[src/sv/idt_pkg.sv]
`timescale 1ns / 1ps

package idt_pkg;

    // Command codes carried in the cmd field of a request.
    typedef enum logic [2:0] {
        CMD_BOUNDARY   = 3'd0,
        CMD_ADVANCE    = 3'd1,
        CMD_WRITE      = 3'd2,
        CMD_READ       = 3'd3,
        CMD_RAISE      = 3'd4,
        CMD_DELAYED_EN = 3'd5,
        CMD_SET_EN     = 3'd6,
        CMD_HALT       = 3'd7
    } t_cmd;

    // Register select codes; codes 6 and 7 address nothing.
    typedef enum logic [2:0] {
        SEL_ENABLE_MASK = 3'd0,
        SEL_REQ_FLAGS   = 3'd1,
        SEL_CONTROL     = 3'd2,
        SEL_MODULO      = 3'd3,
        SEL_COUNTER     = 3'd4,
        SEL_DIVIDER     = 3'd5
    } t_reg_sel;

    // Master interrupt enable.
    typedef enum logic [1:0] {
        IME_OFF     = 2'd0,
        IME_PENDING = 2'd1,
        IME_ON      = 2'd2
    } t_ime_state;

    typedef struct packed {
        logic [2:0]  cmd;
        logic [15:0] pc;
        logic [7:0]  cycles;
        logic        end_instr;
        logic [2:0]  reg_sel;
        logic [7:0]  wdata;
        logic [4:0]  irq_bits;
    } t_req;

    typedef struct packed {
        logic [7:0]  read_data;
        logic        dispatch;
        logic [6:0]  vector;
        logic [15:0] push_pc;
        logic [4:0]  cycles_used;
        logic        halted;
        logic        ime_on;
    } t_rsp;

    localparam int unsigned PERIOD_W    = 11;
    localparam int unsigned TIMER_EN    = 2;
    localparam logic [4:0]  DISPATCH_COST = 5'd20;
    localparam logic [4:0]  HALT_COST     = 5'd4;
    localparam logic [6:0]  VECTOR_BASE   = 7'h40;
    localparam logic [7:0]  TIMER_IRQ     = 8'h04;

    // Prescaler period selected by the low two control bits.
    function automatic logic [PERIOD_W-1:0] period_of(input logic [1:0] sel);
        logic [PERIOD_W-1:0] p;
        case (sel)
            2'd0:    p = 11'd1024;
            2'd1:    p = 11'd16;
            2'd2:    p = 11'd64;
            default: p = 11'd256;
        endcase
        return p;
    endfunction

    // Index of the lowest set request bit; bit 4 when bits 0..3 are clear.
    function automatic logic [2:0] lowest_bit(input logic [4:0] pend);
        logic [2:0] b;
        if (pend[0]) begin
            b = 3'd0;
        end else if (pend[1]) begin
            b = 3'd1;
        end else if (pend[2]) begin
            b = 3'd2;
        end else if (pend[3]) begin
            b = 3'd3;
        end else begin
            b = 3'd4;
        end
        return b;
    endfunction

endpackage

[src/sv/idt_cmd_if.sv]
`timescale 1ns / 1ps

interface idt_cmd_if import idt_pkg::*; ();
    logic valid;
    logic ready;
    t_req data;

    modport source (output valid, output data, input ready);
    modport sink (input valid, input data, output ready);
endinterface

[src/sv/idt_rsp_if.sv]
`timescale 1ns / 1ps

interface idt_rsp_if import idt_pkg::*; ();
    logic valid;
    logic ready;
    t_rsp data;

    modport source (output valid, output data, input ready);
    modport sink (input valid, input data, output ready);
endinterface

[src/sv/interrupt_dispatch_and_timer_top.sv]
// A request accepted is held in the input register; its result is then computed
// and stored in the result register once that register is free or drains.
// Throughput: one request per cycle while results are taken; the single update stage
// that reads and writes the controller state is the only loop.
// Reset (i_rst_n low, synchronous): empty both stages, clear the control and state
// registers (not the payload registers), master enable off, not halted.
`timescale 1ns / 1ps

module interrupt_dispatch_and_timer_top import idt_pkg::*; #(
    parameter int unsigned ACC_WIDTH = 32
) (
    input  logic        i_clk,
    input  logic        i_rst_n,
    idt_cmd_if.sink     i_cmd,
    idt_rsp_if.source   o_rsp
);

    // Pipeline control: the input register and the result register.
    logic       r_in_valid;
    t_req       r_req;
    logic       r_out_valid;
    t_rsp       r_rsp;
    t_rsp       n_rsp;
    logic       w_fire;
    logic       w_in_accept;

    // Controller state.
    logic [7:0]           r_mask,  n_mask;
    logic [7:0]           r_flags, n_flags;
    logic [2:0]           r_ctrl,  n_ctrl;
    logic [7:0]           r_mod,   n_mod;
    logic [7:0]           r_cnt,   n_cnt;
    logic [7:0]           r_div,   n_div;
    logic [ACC_WIDTH-1:0] r_acc,   n_acc;
    t_ime_state           r_ime,   n_ime;
    logic                 r_halt,  n_halt;

    // Shared decode of the request held in the input register.
    logic                 w_bnd;
    logic [4:0]           w_pend;
    logic                 w_pend_any;
    logic [2:0]           w_bit;
    logic                 w_take;
    logic                 w_halt_after;
    logic [4:0]           w_cost;
    logic                 w_adv_en;
    logic [7:0]           w_adv_amt;
    logic [ACC_WIDTH-1:0] w_acc_sum;
    logic [PERIOD_W-1:0]  w_period;
    logic                 w_tick;
    logic [ACC_WIDTH-1:0] w_acc_tick;
    logic [7:0]           w_cnt_inc;
    logic                 w_wrap;
    logic [7:0]           w_rd;

    // Process the held request when the result register is free or drains now.
    assign w_fire      = r_in_valid && (!r_out_valid || o_rsp.ready);
    assign i_cmd.ready = !r_in_valid || w_fire;
    assign w_in_accept = i_cmd.valid && i_cmd.ready;
    assign o_rsp.valid = r_out_valid;
    assign o_rsp.data  = r_rsp;

    // Only request bits 0..4 take part in dispatch; the upper flags just store.
    assign w_bnd        = (t_cmd'(r_req.cmd) == CMD_BOUNDARY);
    assign w_pend       = r_flags[4:0] & r_mask[4:0];
    assign w_pend_any   = |w_pend;
    assign w_bit        = lowest_bit(w_pend);
    assign w_take       = w_pend_any && (r_ime == IME_ON);
    // Any pending request wakes the block; a halted boundary then ticks the timer.
    assign w_halt_after = w_pend_any ? 1'b0 : r_halt;
    assign w_cost       = (w_take ? DISPATCH_COST : 5'd0)
                        + (w_halt_after ? HALT_COST : 5'd0);

    // Timer advance: a halted boundary or an explicit advance command.
    assign w_adv_en   = (w_bnd && w_halt_after) || (t_cmd'(r_req.cmd) == CMD_ADVANCE);
    assign w_adv_amt  = w_bnd ? {3'd0, w_cost} : r_req.cycles;
    assign w_acc_sum  = r_acc + ACC_WIDTH'(w_adv_amt);
    assign w_period   = period_of(r_ctrl[1:0]);
    // Strictly greater than the period, and at most one count per advance.
    assign w_tick     = r_ctrl[TIMER_EN] && (w_acc_sum > ACC_WIDTH'(w_period));
    assign w_acc_tick = w_acc_sum & ACC_WIDTH'(w_period - 11'd1);
    assign w_cnt_inc  = r_cnt + 8'd1;
    assign w_wrap     = (w_cnt_inc == 8'd0);

    // Register read mux; unknown selects read zero.
    always_comb begin
        case (t_reg_sel'(r_req.reg_sel))
            SEL_ENABLE_MASK: w_rd = r_mask;
            SEL_REQ_FLAGS:   w_rd = r_flags;
            SEL_CONTROL:     w_rd = {5'd0, r_ctrl};
            SEL_MODULO:      w_rd = r_mod;
            SEL_COUNTER:     w_rd = r_cnt;
            SEL_DIVIDER:     w_rd = r_div;
            default:         w_rd = 8'd0;
        endcase
    end

    // Next state of the controller for the held request.
    always_comb begin
        n_mask  = r_mask;
        n_flags = r_flags;
        n_ctrl  = r_ctrl;
        n_mod   = r_mod;
        n_cnt   = r_cnt;
        n_div   = r_div;
        n_acc   = r_acc;
        n_ime   = r_ime;
        n_halt  = r_halt;

        case (t_cmd'(r_req.cmd))
            CMD_BOUNDARY: begin
                n_halt = w_halt_after;
                if (w_take) begin
                    // Drop the master enable and clear the request being served.
                    n_ime   = IME_OFF;
                    n_flags = r_flags & ~(8'd1 << w_bit);
                end
            end
            CMD_ADVANCE: begin
                if (r_req.end_instr && (r_ime == IME_PENDING)) begin
                    n_ime = IME_ON;
                end
            end
            CMD_WRITE: begin
                case (t_reg_sel'(r_req.reg_sel))
                    SEL_ENABLE_MASK: n_mask  = r_req.wdata;
                    SEL_REQ_FLAGS:   n_flags = r_req.wdata;
                    SEL_CONTROL:     n_ctrl  = r_req.wdata[2:0];
                    SEL_MODULO:      n_mod   = r_req.wdata;
                    SEL_COUNTER:     n_cnt   = r_req.wdata;
                    SEL_DIVIDER:     n_div   = r_req.wdata;
                    default: ;
                endcase
            end
            CMD_RAISE: begin
                n_flags = r_flags | {3'd0, r_req.irq_bits};
            end
            CMD_DELAYED_EN: begin
                if (r_ime == IME_OFF) begin
                    n_ime = IME_PENDING;
                end
            end
            CMD_SET_EN: begin
                n_ime = r_req.wdata[0] ? IME_ON : IME_OFF;
            end
            CMD_HALT: begin
                n_halt = 1'b1;
            end
            default: ;
        endcase

        if (w_adv_en) begin
            n_acc = w_acc_sum;
            n_div = r_div + w_adv_amt;
            if (w_tick) begin
                n_acc = w_acc_tick;
                if (w_wrap) begin
                    // Overflow: reload from modulo and raise the timer request.
                    n_cnt   = r_mod;
                    n_flags = n_flags | TIMER_IRQ;
                end else begin
                    n_cnt = w_cnt_inc;
                end
            end
        end
    end

    // Result fields for the held request.
    always_comb begin
        n_rsp             = '0;
        n_rsp.read_data   = (t_cmd'(r_req.cmd) == CMD_READ) ? w_rd : 8'd0;
        n_rsp.dispatch    = w_bnd && w_take;
        n_rsp.vector      = (w_bnd && w_take) ? (VECTOR_BASE + {1'b0, w_bit, 3'b000})
                                              : 7'd0;
        n_rsp.push_pc     = (w_bnd && w_take) ? r_req.pc : 16'd0;
        n_rsp.cycles_used = w_bnd ? w_cost : 5'd0;
        n_rsp.halted      = n_halt;
        n_rsp.ime_on      = (n_ime == IME_ON);
    end

    // Control and state registers.
    always_ff @(posedge i_clk) begin
        if (!i_rst_n) begin
            r_in_valid  <= 1'b0;
            r_out_valid <= 1'b0;
            r_mask      <= 8'd0;
            r_flags     <= 8'd0;
            r_ctrl      <= 3'd0;
            r_mod       <= 8'd0;
            r_cnt       <= 8'd0;
            r_div       <= 8'd0;
            r_acc       <= '0;
            r_ime       <= IME_OFF;
            r_halt      <= 1'b0;
        end else begin
            if (w_in_accept) begin
                r_in_valid <= 1'b1;
            end else if (w_fire) begin
                r_in_valid <= 1'b0;
            end

            if (w_fire) begin
                r_out_valid <= 1'b1;
            end else if (o_rsp.ready) begin
                r_out_valid <= 1'b0;
            end

            if (w_fire) begin
                r_mask  <= n_mask;
                r_flags <= n_flags;
                r_ctrl  <= n_ctrl;
                r_mod   <= n_mod;
                r_cnt   <= n_cnt;
                r_div   <= n_div;
                r_acc   <= n_acc;
                r_ime   <= n_ime;
                r_halt  <= n_halt;
            end
        end
    end

    // Payload registers.
    always_ff @(posedge i_clk) begin
        if (w_in_accept) begin
            r_req <= i_cmd.data;
        end
        if (w_fire) begin
            r_rsp <= n_rsp;
        end
    end

endmodule

[src/flat_wrapper.sv]
// flat-port wrapper written by rule: the top's interface ports become plain ports
module interrupt_dispatch_and_timer_top_flat import idt_pkg::*;
#(
    parameter int unsigned ACC_WIDTH = 32
)
  (i_clk, i_rst_n, i_cmd_valid, i_cmd_data, i_cmd_ready, o_rsp_valid, o_rsp_data, o_rsp_ready);
  idt_cmd_if i_cmd_i ();
  idt_rsp_if o_rsp_i ();
  input  logic i_clk;
  input  logic i_rst_n;
  input wire logic [$bits(i_cmd_i.valid)-1:0] i_cmd_valid;
  input wire logic [$bits(i_cmd_i.data)-1:0] i_cmd_data;
  output wire logic [$bits(i_cmd_i.ready)-1:0] i_cmd_ready;
  output wire logic [$bits(o_rsp_i.valid)-1:0] o_rsp_valid;
  output wire logic [$bits(o_rsp_i.data)-1:0] o_rsp_data;
  input wire logic [$bits(o_rsp_i.ready)-1:0] o_rsp_ready;
  assign i_cmd_i.valid = i_cmd_valid;
  assign i_cmd_i.data = i_cmd_data;
  assign i_cmd_ready = i_cmd_i.ready;
  assign o_rsp_valid = o_rsp_i.valid;
  assign o_rsp_data = o_rsp_i.data;
  assign o_rsp_i.ready = o_rsp_ready;
  interrupt_dispatch_and_timer_top #(.ACC_WIDTH(ACC_WIDTH)) u_core (.i_clk(i_clk), .i_rst_n(i_rst_n), .i_cmd(i_cmd_i), .o_rsp(o_rsp_i));
endmodule
[config.mk]
export PLATFORM = sky130hd
export DESIGN_NAME = interrupt_dispatch_and_timer_top_flat
export DESIGN_NICKNAME = d
export VERILOG_FILES = /design/src/sv/idt_pkg.sv /design/src/sv/idt_cmd_if.sv /design/src/sv/idt_rsp_if.sv /design/src/sv/interrupt_dispatch_and_timer_top.sv /design/src/flat_wrapper.sv
export SDC_FILE = /design/constraint.sdc
export NUM_CORES = 1
export LEC_CHECK = 0
export ABC_AREA = 1
export CORE_MARGIN = 10
export CORE_UTILIZATION = 45
export CTS_CLUSTER_DIAMETER = 50
export DETAILED_ROUTE_END_ITERATION = 12
export DONT_BUFFER_PORTS = 1
export GPL_TIMING_DRIVEN = 0
export PLACE_DENSITY = 0.68
export SETUP_SLACK_MARGIN = 0.15
export SLEW_MARGIN = 15
export SYNTH_ARGS = -nofsm -noshare
export SYNTH_HDL_FRONTEND = slang
export SYNTH_SLANG_ARGS = --single-unit
[constraint.sdc]
create_clock -name i_clk -period 5.3 [get_ports i_clk]
set_input_delay 0.795 -clock i_clk [delete_from_list [all_inputs] [get_ports i_clk]]
set_output_delay 0.795 -clock i_clk [all_outputs]
set_load 0.03 [all_outputs]
After elaboration in Yosys (flattened, before gate mapping)

Cells that the tools add are included.

$add $sub $neg: 6
$lt $le $gt $ge: 1
Equal/unequal tests: 17
Shift-type cells: 1
Mux-type cells: 35
Bitwise operators: 5
Reductions and logical operators: 27

Operator list:

| cell                                                                   | count |
|---|---|
| 8-bit 2-to-1 mux                                                       | 11 |
| 8-bit one-hot mux with 6 select lines                                  | 1 |
| 11-bit one-hot mux with 3 select lines                                 | 1 |
| 32-bit by 8-bit adder with 32-bit output                               | 1 |
| 32-bit bitwise AND                                                     | 1 |
| 32-bit by 11-bit greater-than comparator with 1-bit output             | 1 |
| 32-bit 2-to-1 mux                                                      | 1 |
| 3-bit 2-to-1 mux                                                       | 8 |
| 8-bit one-hot mux with 3 select lines                                  | 1 |
| 3-bit equality test (second input constant)                            | 6 |
| 3-bit by 2-bit equality test with 1-bit output (second input constant) | 4 |
| 3-bit AND reduction                                                    | 4 |
| 11-bit by 1-bit subtractor with 12-bit output (second input constant)  | 1 |
| 8-bit by 1-bit adder with 8-bit output (second input constant)         | 1 |
| 8-bit adder                                                            | 1 |
| 8-bit bitwise AND                                                      | 1 |
| 8-bit logical NOT                                                      | 1 |
| 2-bit 2-to-1 mux                                                       | 4 |
| 8-bit inverter                                                         | 1 |
| 8-bit by 5-bit bitwise OR with 8-bit output                            | 1 |
| 2-bit one-hot mux with 4 select lines                                  | 1 |
| 2-bit nonzero test                                                     | 4 |
| 1-bit by 3-bit << shifter with 8-bit output (first input constant)     | 1 |
| 7-bit by 6-bit adder with 7-bit output (first input constant)          | 1 |
| other kinds (15)                                                       | 34 |

Flip-flop bits (word level): 163
Bits of input ports: 48
Output and inout port bits: 41
Word-level logic and storage cells: 117

Longest topological paths before layout

Gate-level depths: netlist of run 1.

Depth in word-level cells: 13
Gate-level depth with buffers: 31
Mapped depth without buffers: 29

Worst setup path before layout of run 1

Ideal clock, no wire load.

Path kind: reg2reg
Start: register u_core.r_mask[0]
End: register u_core.r_cnt[3]
Library setup time: 71 ps
Data arrival time: 3830 ps
Data required time: 5229 ps
Setup slack: 1399 ps
Cell stages (with the launch flop): 31
Buffers on the path: 3
Period minus slack after synthesis: 3901 ps
Cell sequence: dfxtp_1 -> nand2_1 -> nand2_1 -> nor2_1 -> o21ai_1 -> nand2_1 -> nor2_1 -> inv_1 -> clkbuf_1 -> clkbuf_1 -> nand2_1 -> ha_1 -> nand2_1 -> inv_1 -> nand2_1 -> nand3_2 -> nand2_1 -> nand2_2 -> xor2_1 -> ha_1 -> nand2_1 -> nor2_1 -> nand3_1 -> nand2_1 -> nand2_2 -> nand2_2 -> buf_6 -> nand3_4 -> nand2_1 -> nand3_1 -> a21oi_1

Longest elaborated chain between the ends: 11
Elaborated cells on any way between the ends: 15
Those cells by class: add/sub: 2; order compare: 1; mux: 6; bitwise: 1; reduce/logical: 5

Ends and longest elaborated chain:

| element                                                    | RTL line                                                                       | source |
|---|---|---|
| start: declaration                                         | interrupt_dispatch_and_timer_top.sv:28                                         | `logic [7:0] r_mask, n_mask;` |
| start signal: assignment                                   | interrupt_dispatch_and_timer_top.sv:209                                        | `r_mask <= n_mask;` |
| 5-bit bitwise AND *                                        | interrupt_dispatch_and_timer_top.sv:65                                         | `assign w_pend = r_flags[4:0] & r_mask[4:0];` |
| 5-bit OR reduction *                                       | interrupt_dispatch_and_timer_top.sv:66                                         | `assign w_pend_any = \|w_pend;` |
| 1-bit 2-to-1 mux or 1-bit logical AND (tied branches)      | interrupt_dispatch_and_timer_top.sv:70, interrupt_dispatch_and_timer_top.sv:68 |  |
| 3-bit 2-to-1 mux or 5-bit 2-to-1 mux (tied branches)       | interrupt_dispatch_and_timer_top.sv:72, interrupt_dispatch_and_timer_top.sv:71 |  |
| 5-bit adder                                                | interrupt_dispatch_and_timer_top.sv:72                                         | `+ (w_halt_after ? HALT_COST : 5'd0);` |
| 8-bit 2-to-1 mux                                           | interrupt_dispatch_and_timer_top.sv:76                                         | `assign w_adv_amt = w_bnd ? {3'd0, w_cost} : r_req.cycles;` |
| 32-bit by 8-bit adder with 32-bit output                   | interrupt_dispatch_and_timer_top.sv:77                                         | `assign w_acc_sum = r_acc + ACC_WIDTH'(w_adv_amt);` |
| 32-bit by 11-bit greater-than comparator with 1-bit output | interrupt_dispatch_and_timer_top.sv:80                                         | `assign w_tick = r_ctrl[TIMER_EN] && (w_acc_sum > ACC_WIDTH'(w_period));` |
| 1-bit logical AND                                          | interrupt_dispatch_and_timer_top.sv:80                                         |  |
| 8-bit 2-to-1 mux                                           | interrupt_dispatch_and_timer_top.sv:155                                        | `if (w_tick) begin` |
| 8-bit 2-to-1 mux *                                         | interrupt_dispatch_and_timer_top.sv:152                                        | `if (w_adv_en) begin` |
| end signal: assignment                                     | interrupt_dispatch_and_timer_top.sv:213                                        | `r_cnt <= n_cnt;` |
| end: declaration                                           | interrupt_dispatch_and_timer_top.sv:32                                         | `logic [7:0] r_cnt, n_cnt;` |

Mark *: on every way between the ends. The rest lies on a longest branch, timed or not.
A chain may end at the register's enable or synchronous reset.

Final worst setup path of run 1

Start: register u_core.r_flags[3]
End: register u_core.r_acc[31]

Longest elaborated chain between the ends: 10
Elaborated cells on any way between the ends: 16
Those cells by class: add/sub: 2; order compare: 1; mux: 5; bitwise: 2; reduce/logical: 6

Ends and longest elaborated chain:

| element                                                    | RTL line                                                                       | source |
|---|---|---|
| start: declaration                                         | interrupt_dispatch_and_timer_top.sv:29                                         | `logic [7:0] r_flags, n_flags;` |
| start signal: assignment                                   | interrupt_dispatch_and_timer_top.sv:210                                        | `r_flags <= n_flags;` |
| 5-bit bitwise AND *                                        | interrupt_dispatch_and_timer_top.sv:65                                         |  |
| 5-bit OR reduction *                                       | interrupt_dispatch_and_timer_top.sv:66                                         |  |
| 1-bit 2-to-1 mux or 1-bit logical AND (tied branches)      | interrupt_dispatch_and_timer_top.sv:70, interrupt_dispatch_and_timer_top.sv:68 |  |
| 3-bit 2-to-1 mux or 5-bit 2-to-1 mux (tied branches)       | interrupt_dispatch_and_timer_top.sv:72, interrupt_dispatch_and_timer_top.sv:71 |  |
| 5-bit adder                                                | interrupt_dispatch_and_timer_top.sv:72                                         |  |
| 8-bit 2-to-1 mux                                           | interrupt_dispatch_and_timer_top.sv:76                                         |  |
| 32-bit by 8-bit adder with 32-bit output                   | interrupt_dispatch_and_timer_top.sv:77                                         |  |
| 32-bit by 11-bit greater-than comparator with 1-bit output | interrupt_dispatch_and_timer_top.sv:80                                         |  |
| 1-bit logical AND                                          | interrupt_dispatch_and_timer_top.sv:80                                         |  |
| 32-bit 2-to-1 mux                                          | interrupt_dispatch_and_timer_top.sv:155                                        |  |
| end signal: assignment                                     | interrupt_dispatch_and_timer_top.sv:215                                        | `r_acc <= n_acc;` |
| end: declaration                                           | interrupt_dispatch_and_timer_top.sv:34                                         | `logic [ACC_WIDTH-1:0] r_acc, n_acc;` |

Marks and branches as above.

==> results of run 1 <==
## through the flow
stage                     instances  hold slack, ns
after floorplan                1112           0.424
after CTS                      1405           0.450
after global placement         1372           0.438
after detailed placement       1373           0.439
after global routing           1405           0.448
final                          1405           0.445
## critical path: cells and delay by family (launching register included)
kind / cells / cell delay [ns]
flip-flops: 1 / 0.41
buffers and inverters: 6 / 0.93
AO/OA/AOI/OAI: 3 / 0.58
XOR/XNOR: 1 / 0.18
adder cells (fa/ha/maj): 2 / 0.60
AND/OR/NAND/NOR: 16 / 1.97
## state kept, by name, summed over array words and instances, names as in the netlist
name / count
u_core.r_req: 44
u_core.o_rsp.data: 34
u_core.r_acc: 32
u_core.r_cnt: 8
u_core.r_div: 8
u_core.r_flags: 8
u_core.r_mask: 8
u_core.r_mod: 8
u_core.r_ctrl: 3
u_core.r_ime: 2
u_core.o_rsp.valid: 1
u_core.r_halt: 1
u_core.r_in_valid: 1
## worst min-delay path by stage
stage / start / to / slack, ns
2_1_floorplan: u_core.r_mask[7]$_SDFFE_PN0P_ / u_core.r_mask[7]$_SDFFE_PN0P_ / 0.42
3_3_place_gp: u_core.r_mask[5]$_SDFFE_PN0P_ / u_core.r_mask[5]$_SDFFE_PN0P_ / 0.44
3_5_place_dp: u_core.r_mask[5]$_SDFFE_PN0P_ / u_core.r_mask[5]$_SDFFE_PN0P_ / 0.44
4_1_cts: u_core.r_mask[5]$_SDFFE_PN0P_ / u_core.r_mask[5]$_SDFFE_PN0P_ / 0.45
6_report: u_core.r_mask[5]$_SDFFE_PN0P_ / u_core.r_mask[5]$_SDFFE_PN0P_ / 0.44
5_1_grt: i_cmd_data[27] / u_core.r_req[27]$_DFFE_PP_ / 0.45
## kinds of logic after synthesis
family / share of synthesized area [%]
simple gates: 26.8
xor+xnor: 1.51
compound gates: 12.5
fa+ha+maj: 4.36
other cells: 0.0432
flops: 45.5
buf+inv: 9.30
## report_power, final
group	internal [mW]	switching, mW
Sequential	1.32	0.0471
Combinational	0.0490	0.117
Clock	0.685	0.526
Total	2.06	0.690
## layout make-up
cell class                      count  area share [%]
Multi-Input combinational cell    770            41.0
Sequential cell                   158            40.9
Clock inverter                     12            1.29
Buffer                             32            2.51
Clock buffer                       20            4.74
Tap cell                          260            3.38
Inverter                          152            5.92
Timing Repair Buffer                1           0.208
## Yosys cell counts, drive strengths merged (2+ instances only)
master / number
a31oi: 10
nor3: 5
nand3b: 10
clkbuf: 14
o21bai: 2
nor2: 112
and2: 3
edfxtp: 78
o21ai: 65
ha: 27
a211oi: 3
xor2: 13
buf: 16
nand3: 69
nand2: 289
o311ai: 2
xnor2: 2
inv: 152
o22ai: 4
o211ai: 3
a22oi: 2
a221oi: 8
or2: 4
fa: 2
dfxtp: 80
a21oi: 89
a32oi: 3
nor3b: 3
nand4: 31
## metal layers
layer  wire [um]  part of all wire (%)
met4         421                   1.8
met5           0                     0
met2       10400                    45
met1       10600                    45
met3        1870                   8.0
==> impl_metrics.env, run 1 <==
export IMPL_relSlewSlack_pct=57.4
export IMPL_fmax_ghz=0.210
export IMPL_ctsRootBufferMaster="clkbuf_16"
export IMPL_cp_arrival_ns=5.11
export IMPL_total_power_mw=2.75
export IMPL_cts_sinks=158
export IMPL_nets=1209
export IMPL_fin_util_pct=51.2
export IMPL_reg2reg_to="u_core.r_acc[31]$_SDFFE_PN0P_"
export IMPL_cp_required_ns=5.65
export IMPL_die_x_um=159
export IMPL_postCtsSetupBuffers=0
export IMPL_gp_congestion=0.951
export IMPL_final_cell_area_mm2=0.00963
export IMPL_start_util_pct=46.1
export IMPL_hold_path_depth=2
export IMPL_layout_common_cells="278 x nand2_1, 147 x inv_1, 102 x nor2_1"
export IMPL_drtPass1Iterations=6
export IMPL_hold_path_class="reg -> reg"
export IMPL_io_buffers=0
export IMPL_met1_usage_pct=24.5
export IMPL_start_kind="flip-flop"
export IMPL_slew_viol_final=0
export IMPL_ys_types=52
export IMPL_grt_overflow=0
export IMPL_synth_edf_count=78
export IMPL_tightest_slew_ns=0.639
export IMPL_pre_cts_ws_ns=0.0411
export IMPL_grt_max_degree=44
export IMPL_r2r_start="u_core.r_flags[3]$_SDFFE_PN0P_"
export IMPL_n_antenna_cell=0
export IMPL_first_global_vias=6784
export IMPL_multi_input_area_mm2=0.00395
export IMPL_dp_hpwl_mm=17.6
export IMPL_fillerInstances=1770
export IMPL_cts_hold_buf=0
export IMPL_synth_avg_cell_area_um2=7.83
export IMPL_fin_ws_ns=0.534
export IMPL_syn_instance_count=1108
export IMPL_area_growth_pct=11.0
export IMPL_numCtsBuffers=17
export IMPL_dieHeight_um=159
export IMPL_path_class="reg -> reg"
export IMPL_crit_path_end="u_core.r_acc[31]$_SDFFE_PN0P_"
export IMPL_top_usage_layer="met2"
export IMPL_wl_per_cell_um=16.5
export IMPL_endpoint_kind="flip-flop"
export IMPL_r2r_slack_ns=0.53
export IMPL_yosys_register_bits=158
export IMPL_r2r_cells=28
export IMPL_io_pins=89
export IMPL_clock_skew_ns=0.0103
export IMPL_crit_fanout=10
export IMPL_cts_resized=1
export IMPL_rsz0062_at_grt="false"
export IMPL_via_per_inst=5.34
export IMPL_cts_tree="done"
export IMPL_core_mm2=0.0188
export IMPL_yosys_warnings=0
export IMPL_tns_ns=0
export IMPL_placed_area_mm2=0.00904
export IMPL_finalCritPeriodShare_pct=89.9
export IMPL_status="completed"
export IMPL_slowest_delay_ns=0.41
export IMPL_synth_top_area_cell="edfxtp_1"
export IMPL_clk_latency_ns=0.43
export IMPL_p_leak_nw=4.02
export IMPL_drcViolationCount=0
export IMPL_routed_wirelength_mm=23.2
export IMPL_final_common_cell="nand2_1"
export IMPL_row_count=50
export IMPL_critical_path_startpoint="u_core.r_flags[3]$_SDFFE_PN0P_"
export IMPL_synth_area_leaders="edfxtp_1 27%, dfxtp_1 18%, nand2_1 12%, inv_1 6.4%, a21oi_1 5.0%"
export IMPL_power_density_mw_per_mm2=285
export IMPL_syn_area_mm2=0.00868
export IMPL_ant_nets=0
export IMPL_ir_worst_vdd_uv=217
export IMPL_maxCapViolCount=0
export IMPL_h_tree_depth=4
export IMPL_grt_pass1_wl_mm=37.1
export IMPL_clk_path_buf_depth=2
export IMPL_yosysTopAreaCellShare_pct=27.0
export IMPL_crit_slowest_cell="dfxtp_1"
export IMPL_grtUsageTotal_pct=18.0
export IMPL_regArea_mm2=0.00394
export IMPL_met2_usage_pct=27.6
export IMPL_async_flop_share_pct=0
export IMPL_drive_above_1_share_pct=8.30
export IMPL_dieArea_mm2=0.0252
export IMPL_path_clk_slew_ns=0.06
export IMPL_finalCriticalPeriod_ns=4.77
export IMPL_hold_violations=0
export IMPL_setup_viol=0
export IMPL_timing_critical_path_mode_cell="nand2_1"
export IMPL_ys_seq_area_share_pct=45.5
export IMPL_vias=7505
export IMPL_grt_use_met3_pct=4.39
export IMPL_drt_iter0_markers=715
export IMPL_synth_main_ff_cell="dfxtp_1"
export IMPL_antenna_found_initial=0
No activity file was read; power rests on OpenSTA's default activity.
==> run 2, diff against run 1 <==
--- a/config.mk
+++ b/config.mk
@@ -5,7 +5,6 @@
 export SDC_FILE = /design/constraint.sdc
 export NUM_CORES = 1
 export LEC_CHECK = 0
-export ABC_AREA = 1
 export CORE_MARGIN = 10
 export CORE_UTILIZATION = 45
 export CTS_CLUSTER_DIAMETER = 50
==> run 2 against run 1 <==
Against the previous run: die area is 1.6% lower; highest routed layer unchanged; sequential share of layout area is 0.66 points lower; clock skew is 0.00061 ns lower; via count is 7.0% lower; routed wire length is 0.44% lower; worst hold slack better by 0.015 ns; register-to-register slack worse by 0.34 ns; design area is 2.1% higher; power is 1.9% higher; flip-flop and latch count stayed put.
==> impl_metrics.env, run 2 <==
export IMPL_drtPass1Iterations=7
export IMPL_yosys_register_bits=158
export IMPL_reg2reg_to="u_core.r_acc[29]$_SDFFE_PN0P_"
export IMPL_nets=1012
export IMPL_synth_main_ff_cell="dfxtp_1"
export IMPL_wl_per_cell_um=19.6
export IMPL_power_density_mw_per_mm2=284
export IMPL_yosys_warnings=0
export IMPL_largest_register_ffs=44
export IMPL_vias=6979
export IMPL_n_antenna_cell=0
export IMPL_final_common_cell="nor2_1"
export IMPL_top_register="u_core.r_req"
export IMPL_drt_iter0_markers=727
export IMPL_dieArea_mm2=0.0248
export IMPL_grt_use_met3_pct=3.74
export IMPL_r2r_start="u_core.r_mask[0]$_SDFFE_PN0P_"
export IMPL_cp_top_family="simple AND/OR/NAND/NOR gates"
export IMPL_fillerInstances=1655
export IMPL_dieHeight_um=158
export IMPL_first_global_vias=6526
export IMPL_via_per_inst=5.90
export IMPL_endpoint_kind="flip-flop"
export IMPL_slowest_delay_ns=0.46
export IMPL_synth_edf_count=78
export IMPL_status="completed"
export IMPL_final_cells=1182
export IMPL_cts_tree="done"
export IMPL_critical_path_startpoint="u_core.r_mask[0]$_SDFFE_PN0P_"
export IMPL_slew_viol_final=0
export IMPL_grt_overflow=0
export IMPL_cts_sinks=158
export IMPL_finalCritPeriodShare_pct=96.4
export IMPL_hold_path_class="in -> reg"
export IMPL_hold_violations=0
export IMPL_cp_arrival_ns=5.48
export IMPL_h_tree_depth=4
export IMPL_area_growth_pct=15.5
export IMPL_hold_path_depth=0
export IMPL_cts_hold_buf=0
export IMPL_dp_cells=1132
export IMPL_rsz0062_at_grt="true"
export IMPL_path_cells="a22oi_2 -> buf_4 -> and4_2 -> ha_4 -> and2_4 -> a21o_1 -> ha_4 -> nand2b_4 -> nand2b_4 -> a21oi_4 -> xnor2_2 -> inv_1 -> ha_2 -> nand2_2 -> or3_1 -> a31o_1 -> or3b_4 -> a2111o_1 -> a31oi_4 -> buf_12 -> nand3_4 -> clkbuf_16 -> nor2_1"
export IMPL_row_count=50
export IMPL_die_x_um=158
export IMPL_start_kind="flip-flop"
export IMPL_antenna_found_initial=0
export IMPL_top_usage_layer="met2"
export IMPL_drive_above_1_share_pct=13.9
export IMPL_io_pins=89
export IMPL_p_leak_nw=3.68
export IMPL_layout_common_cells="106 x nor2_1, 78 x edfxtp_1, 70 x dfxtp_1"
export IMPL_synth_top_area_cell="edfxtp_1"
export IMPL_grt_max_degree=35
export IMPL_whs_ns=0.460
export IMPL_drcViolationCount=0
export IMPL_met1_usage_pct=23.2
export IMPL_io_buffers=0
export IMPL_r2r_slack_ns=0.19
export IMPL_ir_worst_vdd_uv=225
export IMPL_cp_required_ns=5.67
export IMPL_ys_seq_area_share_pct=46.3
export IMPL_ant_nets=0
export IMPL_crit_fanout=6
export IMPL_yosysTopAreaCellShare_pct=27.5
export IMPL_dp_hpwl_mm=15.8
export IMPL_synth_avg_cell_area_um2=9.55
export IMPL_total_power_mw=2.80
export IMPL_tightest_slew_ns=0.995
export IMPL_crit_buf_inv=4
export IMPL_syn_area_mm2=0.00852
export IMPL_path_class="reg -> reg"
export IMPL_met2_usage_pct=30.2
export IMPL_multi_input_area_mm2=0.00435
export IMPL_relSlewSlack_pct=33.0
export IMPL_crit_slowest_cell="a2111o_1"
export IMPL_async_flop_share_pct=0
export IMPL_start_util_pct=45.7
export IMPL_core_mm2=0.0186
export IMPL_grtUsageTotal_pct=18.1
export IMPL_r2r_cells=23
export IMPL_netlist_top_cells_count="108 x nor2_1, 80 x dfxtp_1, 78 x edfxtp_1, 70 x nand2_1, 68 x a21oi_1"
export IMPL_placed_area_mm2=0.00887
export IMPL_finalCriticalPeriod_ns=5.11
export IMPL_holdPathEnd="u_core.r_req[3]$_DFFE_PP_"
export IMPL_numCtsBuffers=17
export IMPL_fmax_ghz=0.196
export IMPL_clk_latency_ns=0.43
export IMPL_ys_types=76
export IMPL_maxCapViolCount=0
export IMPL_setup_viol=0
export IMPL_final_cell_area_mm2=0.00984
export IMPL_synth_area_leaders="edfxtp_1 27%, dfxtp_1 19%, nor2_1 4.8%, mux2i_1 4.1%, a21oi_1 4.0%"
export IMPL_clock_skew_ns=0.00973
export IMPL_path_clk_slew_ns=0.06
export IMPL_min_from="i_cmd_data[3]"
export IMPL_routed_wirelength_mm=23.1
export IMPL_clk_path_buf_depth=2
export IMPL_regArea_mm2=0.00396
export IMPL_ctsRootBufferMaster="clkbuf_16"
export IMPL_gp_congestion=0.934
export IMPL_yosysMostFrequentCell="nor2_1"
export IMPL_grt_pass1_wl_mm=35.3
export IMPL_syn_instance_count=892
## run 2: area by class of cell
cell class                      instances  share of cell area (%)
Clock buffer                           19                    4.50
Timing Repair Buffer                   20                    2.26
Sequential cell                       158                    40.3
Inverter                               29                    1.11
Tap cell                              234                    2.98
Multi-Input combinational cell        652                    44.2
Clock inverter                         13                    1.64
Buffer                                 57                    3.06
## run 2: stage by stage
step / utilization, % / TNS [ns] / worst slack [ns]
6_report: 52.8 / 0 / 0.189
4_1_cts: 51.5 / 0 / 0.193
3_3_place_gp: 47.3 / -19.10 / -0.705
3_5_place_dp: 47.6 / -20.86 / -0.748
2_1_floorplan: - / 0 / 0.329
5_1_grt: 52.8 / 0 / 0.0627
## run 2: kinds of logic after synthesis
kind of cell | after synthesis | share of synthesized area, %
DFF | 158 | 46.3
AOI/OAI and AO/OA | 205 | 16.4
other | 1 | 0.0440
xor gates and xnor gates | 43 | 4.42
adders and majority gates | 29 | 4.44
buffers and inverters | 86 | 4.33
muxes | 42 | 5.30
and+or+nand+nor | 328 | 18.8
## run 2: worst max-delay path by stage
stage / endpoint / slack (ns) / cells after the start
3_3_place_gp: u_core.r_cnt[7]$_SDFFE_PN0P_ / -0.70 / 21
5_1_grt: u_core.r_acc[14]$_SDFFE_PN0P_ / 0.06 / 24
3_5_place_dp: u_core.r_cnt[7]$_SDFFE_PN0P_ / -0.75 / 21
2_1_floorplan: u_core.r_cnt[0]$_SDFFE_PN0P_ / 0.33 / 23
6_report: u_core.r_acc[29]$_SDFFE_PN0P_ / 0.19 / 23
4_1_cts: u_core.r_cnt[7]$_SDFFE_PN0P_ / 0.19 / 24
## run 2: routing by layer
layer	vias up	part of all wire (%)
li1	3308	-
met1	3327	43
met2	311	49
met3	33	6.8
met4	0	1.6
met5	-	0
## run 2: report_power, final
| group | leakage (nW) | internal [mW] | switching, mW | total (mW) |
|---|---|---|---|---|
| Sequential | 1.40 | 1.32 | 0.0478 | 1.37 |
| Combinational | 1.98 | 0.0623 | 0.113 | 0.175 |
| Clock | 0.300 | 0.756 | 0.500 | 1.26 |
| Total | 3.68 | 2.14 | 0.661 | 2.80 |
## run 2: what timing repair did
| action | in CTS | in global routing |
|---|---|---|
| setup buffers | 8 | 8 |
| pin swaps | 7 | 14 |
| cloned | 0 | 2 |
| resized for setup | 18 | 45 |
| setup endpoints to repair | 32 | 32 |
